File: config.mk
export PLATFORM = sky130hd
export DESIGN_NAME = z_order_surface_stack_flat
export DESIGN_NICKNAME = d
export VERILOG_FILES = /design/src/rtl/zoss_pkg.sv /design/src/rtl/zoss_if.sv /design/src/rtl/zoss_mem.sv /design/src/rtl/zoss_ctrl.sv /design/src/rtl/z_order_surface_stack.sv /design/src/flat_wrapper.sv
export SDC_FILE = /design/constraint.sdc
export NUM_CORES = 1
export LEC_CHECK = 0
export BUFFER_PORTS_ARGS = -buffer_cell sky130_fd_sc_hd__buf_4
export CORE_MARGIN = 3
export CORE_UTILIZATION = 35
export CTS_CLUSTER_DIAMETER = 30
export DETAILED_ROUTE_END_ITERATION = 6
export HOLD_SLACK_MARGIN = 0.06
export PLACE_DENSITY = 0.6
export SYNTH_ARGS = -nofsm -noshare
export SYNTH_HDL_FRONTEND = slang
export SYNTH_SLANG_ARGS = --single-unit
File: constraint.sdc
create_clock -name clk -period 6.85 [get_ports clk]
set_input_delay 1.37 -clock clk [delete_from_list [all_inputs] [get_ports clk]]
set_output_delay 1.37 -clock clk [all_outputs]
set_load 0.05 [all_outputs]
File: src/rtl/zoss_pkg.sv
// Shared widths, types and opcodes of the z-order surface stack.
package zoss_pkg;

  localparam int ID_W         = 32;
  localparam int OPCODE_W     = 2;
  localparam int COUNT_W      = 5;
  localparam int POS_W        = 4;
  localparam int CAPACITY_DEF = 16;
  localparam int MAX_RESULTS  = 16;

  typedef logic [ID_W-1:0]     id_t;
  typedef logic [OPCODE_W-1:0] opcode_t;
  typedef logic [COUNT_W-1:0]  count_t;
  typedef logic [POS_W-1:0]    pos_t;

  localparam opcode_t OP_ADD    = 2'd0;
  localparam opcode_t OP_REMOVE = 2'd1;
  localparam opcode_t OP_LIST   = 2'd2;

endpackage

File: src/rtl/zoss_if.sv
// Valid/ready channel interfaces for the command and result streams.
interface zoss_in_if import zoss_pkg::*; ();
  logic    valid;
  logic    ready;
  opcode_t opcode;
  id_t     surface_id;
  logic    to_top;

  modport source (output valid, output opcode, output surface_id, output to_top,
                  input ready);
  modport sink (input valid, input opcode, input surface_id, input to_top,
                output ready);
endinterface

interface zoss_out_if import zoss_pkg::*; ();
  logic   valid;
  logic   ready;
  count_t entry_count;
  logic   id_on_top;
  logic   id_at_bottom;
  logic   list_full;
  id_t    entry_value;
  pos_t   entry_position;
  logic   entry_valid;
  logic   last_result;

  modport source (output valid, output entry_count, output id_on_top,
                  output id_at_bottom, output list_full, output entry_value,
                  output entry_position, output entry_valid, output last_result,
                  input ready);
  modport sink (input valid, input entry_count, input id_on_top,
                input id_at_bottom, input list_full, input entry_value,
                input entry_position, input entry_valid, input last_result,
                output ready);
endinterface

File: src/rtl/zoss_mem.sv
// Entry memory: one write port and one registered read port.
module zoss_mem import zoss_pkg::*; #(
  parameter int DEPTH = CAPACITY_DEF,
  parameter int AW    = $clog2(DEPTH)
) (
  input  logic          clk,
  input  logic          we,
  input  logic [AW-1:0] waddr,
  input  id_t           wdata,
  input  logic [AW-1:0] raddr,
  output id_t           rdata
);

  id_t mem [DEPTH];

  always_ff @(posedge clk) begin
    if (we) begin
      mem[waddr] <= wdata;
    end
    rdata <= mem[raddr];
  end

endmodule

File: src/rtl/zoss_ctrl.sv
// Sequencer that walks the entry memory to compact, shift and list the stack.
module zoss_ctrl import zoss_pkg::*; #(
  parameter int CAPACITY = CAPACITY_DEF,
  parameter int AW       = $clog2(CAPACITY),
  parameter int CW       = $clog2(CAPACITY + 1)
) (
  input  logic          clk,
  input  logic          rst,
  zoss_in_if.sink       in_ch,
  zoss_out_if.source    out_ch,
  output logic          mem_we,
  output logic [AW-1:0] mem_waddr,
  output id_t           mem_wdata,
  output logic [AW-1:0] mem_raddr,
  input  id_t           mem_rdata
);

  typedef enum logic [2:0] {
    S_IDLE, S_DROP, S_PLACE, S_SHIFT, S_EMIT, S_LREAD, S_LDATA
  } state_t;

  state_t        state;
  logic [CW-1:0] cnt;
  logic [CW-1:0] rd;
  logic [CW-1:0] wr;
  logic [CW-1:0] rd_dec;
  logic [CW-1:0] rd_inc;
  logic          pend;
  opcode_t       op;
  id_t           id;
  logic          top_req;
  logic          full;
  id_t           top_id;
  id_t           bot_id;

  logic          out_valid;
  count_t        o_count;
  logic          o_top;
  logic          o_bot;
  logic          o_full;
  id_t           o_value;
  pos_t          o_pos;
  logic          o_valid;
  logic          o_last;

  logic          out_free;
  logic          emit_fire;
  logic          drop_issue;
  logic          shift_issue;
  logic          keep;
  logic          top_hit;
  logic          bot_hit;
  logic          list_last;
  logic          is_full;

  assign in_ch.ready = (state == S_IDLE);
  assign out_free    = !out_valid || out_ch.ready;
  assign emit_fire   = out_free && (state inside {S_EMIT, S_LDATA});
  assign drop_issue  = (rd < cnt);
  assign shift_issue = (rd != '0);
  assign keep        = pend && (mem_rdata != id);
  assign rd_dec      = rd - 1'b1;
  assign rd_inc      = rd + 1'b1;
  assign top_hit     = (cnt != '0) && (top_id == id);
  assign bot_hit     = (cnt != '0) && (bot_id == id);
  assign is_full     = (cnt >= CW'(CAPACITY));
  // Listing stops at the stack count or at the result limit, whichever is first.
  assign list_last   = (rd_inc == cnt) || (32'(rd_inc) == 32'(MAX_RESULTS));

  always_comb begin
    mem_we    = 1'b0;
    mem_waddr = wr[AW-1:0];
    mem_wdata = mem_rdata;
    mem_raddr = rd[AW-1:0];
    case (state)
      S_DROP: begin
        mem_we = keep;
      end
      S_PLACE: begin
        if (op == OP_ADD && !is_full && top_req) begin
          mem_we    = 1'b1;
          mem_waddr = cnt[AW-1:0];
          mem_wdata = id;
        end
      end
      S_SHIFT: begin
        mem_raddr = rd_dec[AW-1:0];
        mem_we    = pend;
        if (!shift_issue && !pend) begin
          mem_we    = 1'b1;
          mem_waddr = '0;
          mem_wdata = id;
        end
      end
      default: begin
      end
    endcase
  end

  always_ff @(posedge clk) begin
    if (rst) begin
      state     <= S_IDLE;
      cnt       <= '0;
      out_valid <= 1'b0;
    end else begin
      if (emit_fire) begin
        out_valid <= 1'b1;
      end else if (out_ch.ready) begin
        out_valid <= 1'b0;
      end
      case (state)
        S_IDLE: begin
          if (in_ch.valid) begin
            op      <= in_ch.opcode;
            id      <= in_ch.surface_id;
            top_req <= in_ch.to_top;
            rd      <= '0;
            wr      <= '0;
            pend    <= 1'b0;
            full    <= 1'b0;
            case (in_ch.opcode)
              OP_ADD, OP_REMOVE: state <= S_DROP;
              OP_LIST:           state <= (cnt == '0) ? S_EMIT : S_LREAD;
              default:           state <= S_EMIT;
            endcase
          end
        end
        S_DROP: begin
          // Each read is registered by the memory before its compare and write-back.
          pend <= drop_issue;
          if (drop_issue) begin
            rd <= rd_inc;
          end
          if (keep) begin
            wr     <= wr + 1'b1;
            top_id <= mem_rdata;
            if (wr == '0) begin
              bot_id <= mem_rdata;
            end
          end
          if (!drop_issue && !pend) begin
            cnt   <= wr;
            state <= S_PLACE;
          end
        end
        S_PLACE: begin
          if (op == OP_ADD) begin
            if (is_full) begin
              full  <= 1'b1;
              state <= S_EMIT;
            end else if (top_req) begin
              cnt    <= cnt + 1'b1;
              top_id <= id;
              if (cnt == '0) begin
                bot_id <= id;
              end
              state <= S_EMIT;
            end else begin
              rd    <= cnt;
              wr    <= cnt;
              pend  <= 1'b0;
              state <= S_SHIFT;
            end
          end else begin
            state <= S_EMIT;
          end
        end
        S_SHIFT: begin
          // Walk downward, moving each entry up by one; slot zero takes the id.
          pend <= shift_issue;
          if (shift_issue) begin
            rd <= rd_dec;
          end
          if (pend) begin
            wr <= wr - 1'b1;
          end
          if (!shift_issue && !pend) begin
            cnt    <= cnt + 1'b1;
            bot_id <= id;
            if (cnt == '0) begin
              top_id <= id;
            end
            state <= S_EMIT;
          end
        end
        S_EMIT: begin
          if (out_free) begin
            o_count   <= COUNT_W'(cnt);
            o_top     <= top_hit;
            o_bot     <= bot_hit;
            o_full    <= full;
            o_value   <= '0;
            o_pos     <= '0;
            o_valid   <= 1'b0;
            o_last    <= 1'b1;
            state     <= S_IDLE;
          end
        end
        S_LREAD: begin
          state <= S_LDATA;
        end
        S_LDATA: begin
          if (out_free) begin
            o_count   <= COUNT_W'(cnt);
            o_top     <= top_hit;
            o_bot     <= bot_hit;
            o_full    <= 1'b0;
            o_value   <= mem_rdata;
            o_pos     <= POS_W'(rd);
            o_valid   <= 1'b1;
            o_last    <= list_last;
            if (list_last) begin
              state <= S_IDLE;
            end else begin
              rd    <= rd_inc;
              state <= S_LREAD;
            end
          end
        end
        default: begin
          state <= S_IDLE;
        end
      endcase
    end
  end

  assign out_ch.valid          = out_valid;
  assign out_ch.entry_count    = o_count;
  assign out_ch.id_on_top      = o_top;
  assign out_ch.id_at_bottom   = o_bot;
  assign out_ch.list_full      = o_full;
  assign out_ch.entry_value    = o_value;
  assign out_ch.entry_position = o_pos;
  assign out_ch.entry_valid    = o_valid;
  assign out_ch.last_result    = o_last;

endmodule

File: src/rtl/z_order_surface_stack.sv
// Top level of the z-order surface stack: sequencer plus entry memory.
//
//   Channel  Dir  Beat contents
//   in_ch    in   opcode, surface_id, to_top
//   out_ch   out  entry_count, id_on_top, id_at_bottom, list_full,
//                 entry_value, entry_position, entry_valid, last_result
//
// Add and remove first compact the stack through the single memory read port,
// then an add places the id on top, or shifts every entry up to place it at
// the bottom. A list reads one entry from memory for each result beat.
// Reset clears the count, state and output valid; the entry memory is not cleared.
// The input is ready only between commands, and each result beat waits in the
// output register while out_ch is stalled.
module z_order_surface_stack import zoss_pkg::*; #(
  parameter int CAPACITY = CAPACITY_DEF
) (
  input  logic       clk,
  input  logic       rst,
  zoss_in_if.sink    in_ch,
  zoss_out_if.source out_ch
);

  localparam int AW = $clog2(CAPACITY);
  localparam int CW = $clog2(CAPACITY + 1);

  logic          mem_we;
  logic [AW-1:0] mem_waddr;
  id_t           mem_wdata;
  logic [AW-1:0] mem_raddr;
  id_t           mem_rdata;

  zoss_ctrl #(
    .CAPACITY (CAPACITY),
    .AW       (AW),
    .CW       (CW)
  ) u_ctrl (
    .clk       (clk),
    .rst       (rst),
    .in_ch     (in_ch),
    .out_ch    (out_ch),
    .mem_we    (mem_we),
    .mem_waddr (mem_waddr),
    .mem_wdata (mem_wdata),
    .mem_raddr (mem_raddr),
    .mem_rdata (mem_rdata)
  );

  zoss_mem #(
    .DEPTH (CAPACITY),
    .AW    (AW)
  ) u_mem (
    .clk   (clk),
    .we    (mem_we),
    .waddr (mem_waddr),
    .wdata (mem_wdata),
    .raddr (mem_raddr),
    .rdata (mem_rdata)
  );

endmodule
File: src/flat_wrapper.sv
// flat-port wrapper written by rule: the top's interface ports become plain ports
module z_order_surface_stack_flat import zoss_pkg::*;
#(
  parameter int CAPACITY = CAPACITY_DEF
)
  (clk, rst, in_ch_valid, in_ch_opcode, in_ch_surface_id, in_ch_to_top, in_ch_ready, out_ch_valid, out_ch_entry_count, out_ch_id_on_top, out_ch_id_at_bottom, out_ch_list_full, out_ch_entry_value, out_ch_entry_position, out_ch_entry_valid, out_ch_last_result, out_ch_ready);
  zoss_in_if in_ch_i ();
  zoss_out_if out_ch_i ();
  input  logic clk;
  input  logic rst;
  input wire logic [$bits(in_ch_i.valid)-1:0] in_ch_valid;
  input wire logic [$bits(in_ch_i.opcode)-1:0] in_ch_opcode;
  input wire logic [$bits(in_ch_i.surface_id)-1:0] in_ch_surface_id;
  input wire logic [$bits(in_ch_i.to_top)-1:0] in_ch_to_top;
  output wire logic [$bits(in_ch_i.ready)-1:0] in_ch_ready;
  output wire logic [$bits(out_ch_i.valid)-1:0] out_ch_valid;
  output wire logic [$bits(out_ch_i.entry_count)-1:0] out_ch_entry_count;
  output wire logic [$bits(out_ch_i.id_on_top)-1:0] out_ch_id_on_top;
  output wire logic [$bits(out_ch_i.id_at_bottom)-1:0] out_ch_id_at_bottom;
  output wire logic [$bits(out_ch_i.list_full)-1:0] out_ch_list_full;
  output wire logic [$bits(out_ch_i.entry_value)-1:0] out_ch_entry_value;
  output wire logic [$bits(out_ch_i.entry_position)-1:0] out_ch_entry_position;
  output wire logic [$bits(out_ch_i.entry_valid)-1:0] out_ch_entry_valid;
  output wire logic [$bits(out_ch_i.last_result)-1:0] out_ch_last_result;
  input wire logic [$bits(out_ch_i.ready)-1:0] out_ch_ready;
  assign in_ch_i.valid = in_ch_valid;
  assign in_ch_i.opcode = in_ch_opcode;
  assign in_ch_i.surface_id = in_ch_surface_id;
  assign in_ch_i.to_top = in_ch_to_top;
  assign in_ch_ready = in_ch_i.ready;
  assign out_ch_valid = out_ch_i.valid;
  assign out_ch_entry_count = out_ch_i.entry_count;
  assign out_ch_id_on_top = out_ch_i.id_on_top;
  assign out_ch_id_at_bottom = out_ch_i.id_at_bottom;
  assign out_ch_list_full = out_ch_i.list_full;
  assign out_ch_entry_value = out_ch_i.entry_value;
  assign out_ch_entry_position = out_ch_i.entry_position;
  assign out_ch_entry_valid = out_ch_i.entry_valid;
  assign out_ch_last_result = out_ch_i.last_result;
  assign out_ch_i.ready = out_ch_ready;
  z_order_surface_stack #(.CAPACITY(CAPACITY)) u_core (.clk(clk), .rst(rst), .in_ch(in_ch_i), .out_ch(out_ch_i));
endmodule
==> results by group <==
Outcome
  • Outcome: finished clean

Die
  • Io pins: between 80 and 90
  • Initial Utilization: around 36%
  • FP Rows: 103
  • Die Y: 290.7 um
  • Core Footprint: ~80000 sq um
  • Die X: approximately 290 um
  • Area of the die: approximately 85000 sq um

Critical path
  • R2r endpoint: u_core.u_mem.mem[7][23]
  • Crit path from: u_core.u_ctrl.state[2]
  • Most frequent CP cell: buf_4
  • Max FO, Critical Path: 70
  • CP max stage delay: 0.96 ns
  • CP Launch Type: register
  • Family with the most delay on the worst path: buffers and inverters
  • CP cell instances: nand3b_4 > inv_1 > a21oi_4 > buf_4 > nand3b_1 > a211oi_4 > buf_4
  • Class of the most critical setup path: register to register
  • Crit path capture type: register
  • Crit path buf inv count: 3
  • Cell depth of the worst flop-to-flop path: 7
  • Stages on worst setup path: 7
  • CP max stage cell: dfxtp_1
  • CP arrival: about 4.4 ns
  • Worst EP required: roughly 7.2 ns
  • R2R Path Start: u_core.u_ctrl.state[2]
  • Worst reg2reg setup slack: approximately 2.7 ns

Timing
  • Final Skew: a little under 0.03 ns
  • Fmax: approximately 240 MHz
  • Setup TNS Final: 0 ns
  • Slew margin rel.: ~8%
  • RSZ-0062 raised after global routing: no
  • Part of the cycle the worst path needs: 59.96%
  • Final setup vio count: 0
  • Min Clock Period, post-route: roughly 4 ns
  • Endpoints failing hold: 0
  • Slew Limit Fails: 0
  • Slew at the pin with the worst max-slew slack: between 1 and 1.5 ns

Run
  • Max-Cap Viols: 0

Clock network
  • Clk_lat worst skew: about 0.70 ns
  • Hold-fix buffers, CTS: 0
  • CTS tree: done
  • H-tree depth: 4
  • Post-CTS setup repair buffer count: 0
  • CTS Buffer Depth: 3
  • Num CTS Buffers: between 100 and 150
  • Cells resized by post-CTS repair: 0
  • CTS clk-pin slew, worst paths: approximately 0.05 ns
  • Root buffer cell: clkbuf_16
  • Clk sinks: 710

Power
  • Gate power share: 23.4%
  • Share of total power in the clock network: 39.5%
  • Max VDD drop: about 0.00029 V
  • Lkg Pwr: about 12 nW
  • Net Sw Frac: ~31%
  • Sequential share of power: 37.2%
  • Pint: approximately 12 mW
  • Sw Pwr: between 5 and 6 mW
  • PD cells: approximately 480 nW/um^2

Global routing
  • Initial antenna violation count: 6
  • Vias in the first global route: 16120
  • Gr usage total: about 18%
  • Gr ovfl total: 0
  • Largest net degree at the start of global routing: 129
  • Global-route wire length before repair: 110.5 mm

Place
  • Port bufs: 86
  • Placer Congestion: around 0.9
  • DPL Wire Length: roughly 47 mm

Worst hold path
  • Hold path depth: 1
  • Hold worst-path end: u_core.u_ctrl.out_ch.list_full
  • Tightest Hold Check Type: register to register
  • Min-delay src: u_core.u_ctrl.full

Finish
  • Area growth syn-to-layout: 23.87%
  • Nets: between 1500 and 2000
  • Commonest non-fill, non-tap cell in the layout: edfxtp_1
  • Most frequent cells in the layout: edfxtp_1 (669), nand2_1 (178), buf_4 (133), clkbuf_16 (132), mux4_2 (128)
  • Fill cells: approximately 6900
  • Layout Utilization: between 40% and 50%
  • Layout cell share with drive strength beyond 1: a little over a quarter

Synthesis
  • Netlist Area Pre-Place: 28370 sq um
  • Post-synthesis instance total: around 1600
  • Ys Warns: 0
  • Sequential share of the synthesized area: 73.70%
  • Number of synthesized flops with an enable pin: approximately 670
  • Seq cells post-synth: 710
  • Distinct cell type count after synthesis: 55
  • Top_reg_cell synth: edfxtp_1
  • Synth async-reset ratio: 0%
  • Avg Synthesized Cell Area: 17.78 sq um
  • Syn nets: roughly 1700

Drt
  • DR vias: approximately 16000
  • First-pass detailed-route iteration total: 5
  • Post-route ant nets: 0
  • Average wire per standard cell: ~26 um
  • 1st-iter DRT viols: 1559
  • Vias per inst: roughly 5.3
  • Total Wirelength: about 75 mm
  • DRC: 0
-- cell families after synthesis --
kind of cell	share of synthesized area, %
compound gates	4.348
xor+xnor	3.541
fa+ha+maj	0.7321
buf+inv	1.618
flops	73.70
mux	10.16
simple gates	5.896
-- layout make-up --
type                    count  area [sq um]  area share (%)
diodes                      5         12.51         0.03560
clock buffers             157          3487           9.922
clock inverters            82          1091           3.105
inverters                  17         63.81          0.1816
multi-input cells         789          7207           20.51
flip-flops and latches    710         20910           59.50
well taps                1050          1314           3.738
repair buffers            136          1059           3.012
-- cells in the mapped netlist (all sizes together) (6+ instances only) --
cell type	instances	area, sq um
dfxtp	41	820.8
mux4	128	2883
nand2b	6	37.54
nor3	19	95.09
a22oi	70	525.5
nor2b	10	62.56
buf	44	260.2
clkbuf	36	135.1
a21oi	24	123.9
a31oi	6	37.54
a211oi	8	60.06
edfxtp	669	20090
xnor2	45	394.1
ha	15	187.7
nand3	10	50.05
nor4	19	125.1
nand2	178	668.1
o21ai	48	240.2
and2	39	244.0
inv	17	63.81
nand4	14	87.58
xor2	67	586.8
nor2	27	101.4
-- per-layer routing --
layer  GRT usage, %  routed length (um)  vias to the layer above
li1               -                   -                     6725
met1          23.58               30830                     8166
met2          27.93               35790                      688
met3          5.105                6260                      126
met4          6.972                2259                        0
met5              0                   0                        -
-- sequential cells by signal, indices dropped and copies added (netlist names), 2 cells and up --
register and count:
u_core.u_mem.mem 512, u_core.u_ctrl.bot_id 32, u_core.u_ctrl.id 32, u_core.u_ctrl.out_ch.entry_value 32
u_core.u_ctrl.top_id 32, u_core.u_mem.rdata 32, u_core.u_ctrl.cnt 5, u_core.u_ctrl.out_ch.entry_count 5
u_core.u_ctrl.rd 5, u_core.u_ctrl.wr 5, u_core.u_ctrl.out_ch.entry_position 4, u_core.u_ctrl.state 3
u_core.u_ctrl.op 2
-- per-stage QoR --
stage | cells | setup WS, ns | power, mW | area [sq um] | hold WS (ns)
after floorplan | 1596 | 1.303 | 8.710 | 28370 | 0.4029
after global placement | 2702 | 2.844 | 10.15 | 30550 | 0.5641
after detailed placement | 2702 | 2.804 | 10.23 | 30550 | 0.5536
after CTS | 2941 | 2.774 | 16.88 | 35130 | 0.5584
after global routing | 2941 | 2.556 | 17.42 | 35130 | 0.5816
final | 2946 | 2.743 | 16.74 | 35140 | 0.5834
-- how the worst max path moves through the flow --
stage / to / slack (ns)
floorplan: u_core.u_ctrl.id[0] / 1.30
global placement: u_core.u_mem.rdata[29] / 2.84
detailed placement: u_core.u_mem.rdata[29] / 2.80
CTS: u_core.u_mem.mem[5][29] / 2.77
global route: u_core.u_mem.mem[7][21] / 2.56
finish: u_core.u_mem.mem[7][23] / 2.74
-- power groups by stage --
stage	registers [mW]	clock network [mW]	logic, mW
CTS	6.22	6.71	3.95
floorplan	6.17	0	2.54
finish	6.22	6.61	3.92
global route	6.25	6.92	4.25
detailed placement	6.30	0	3.94
global placement	6.29	0	3.86
No activity file was read; power rests on OpenSTA's default activity.
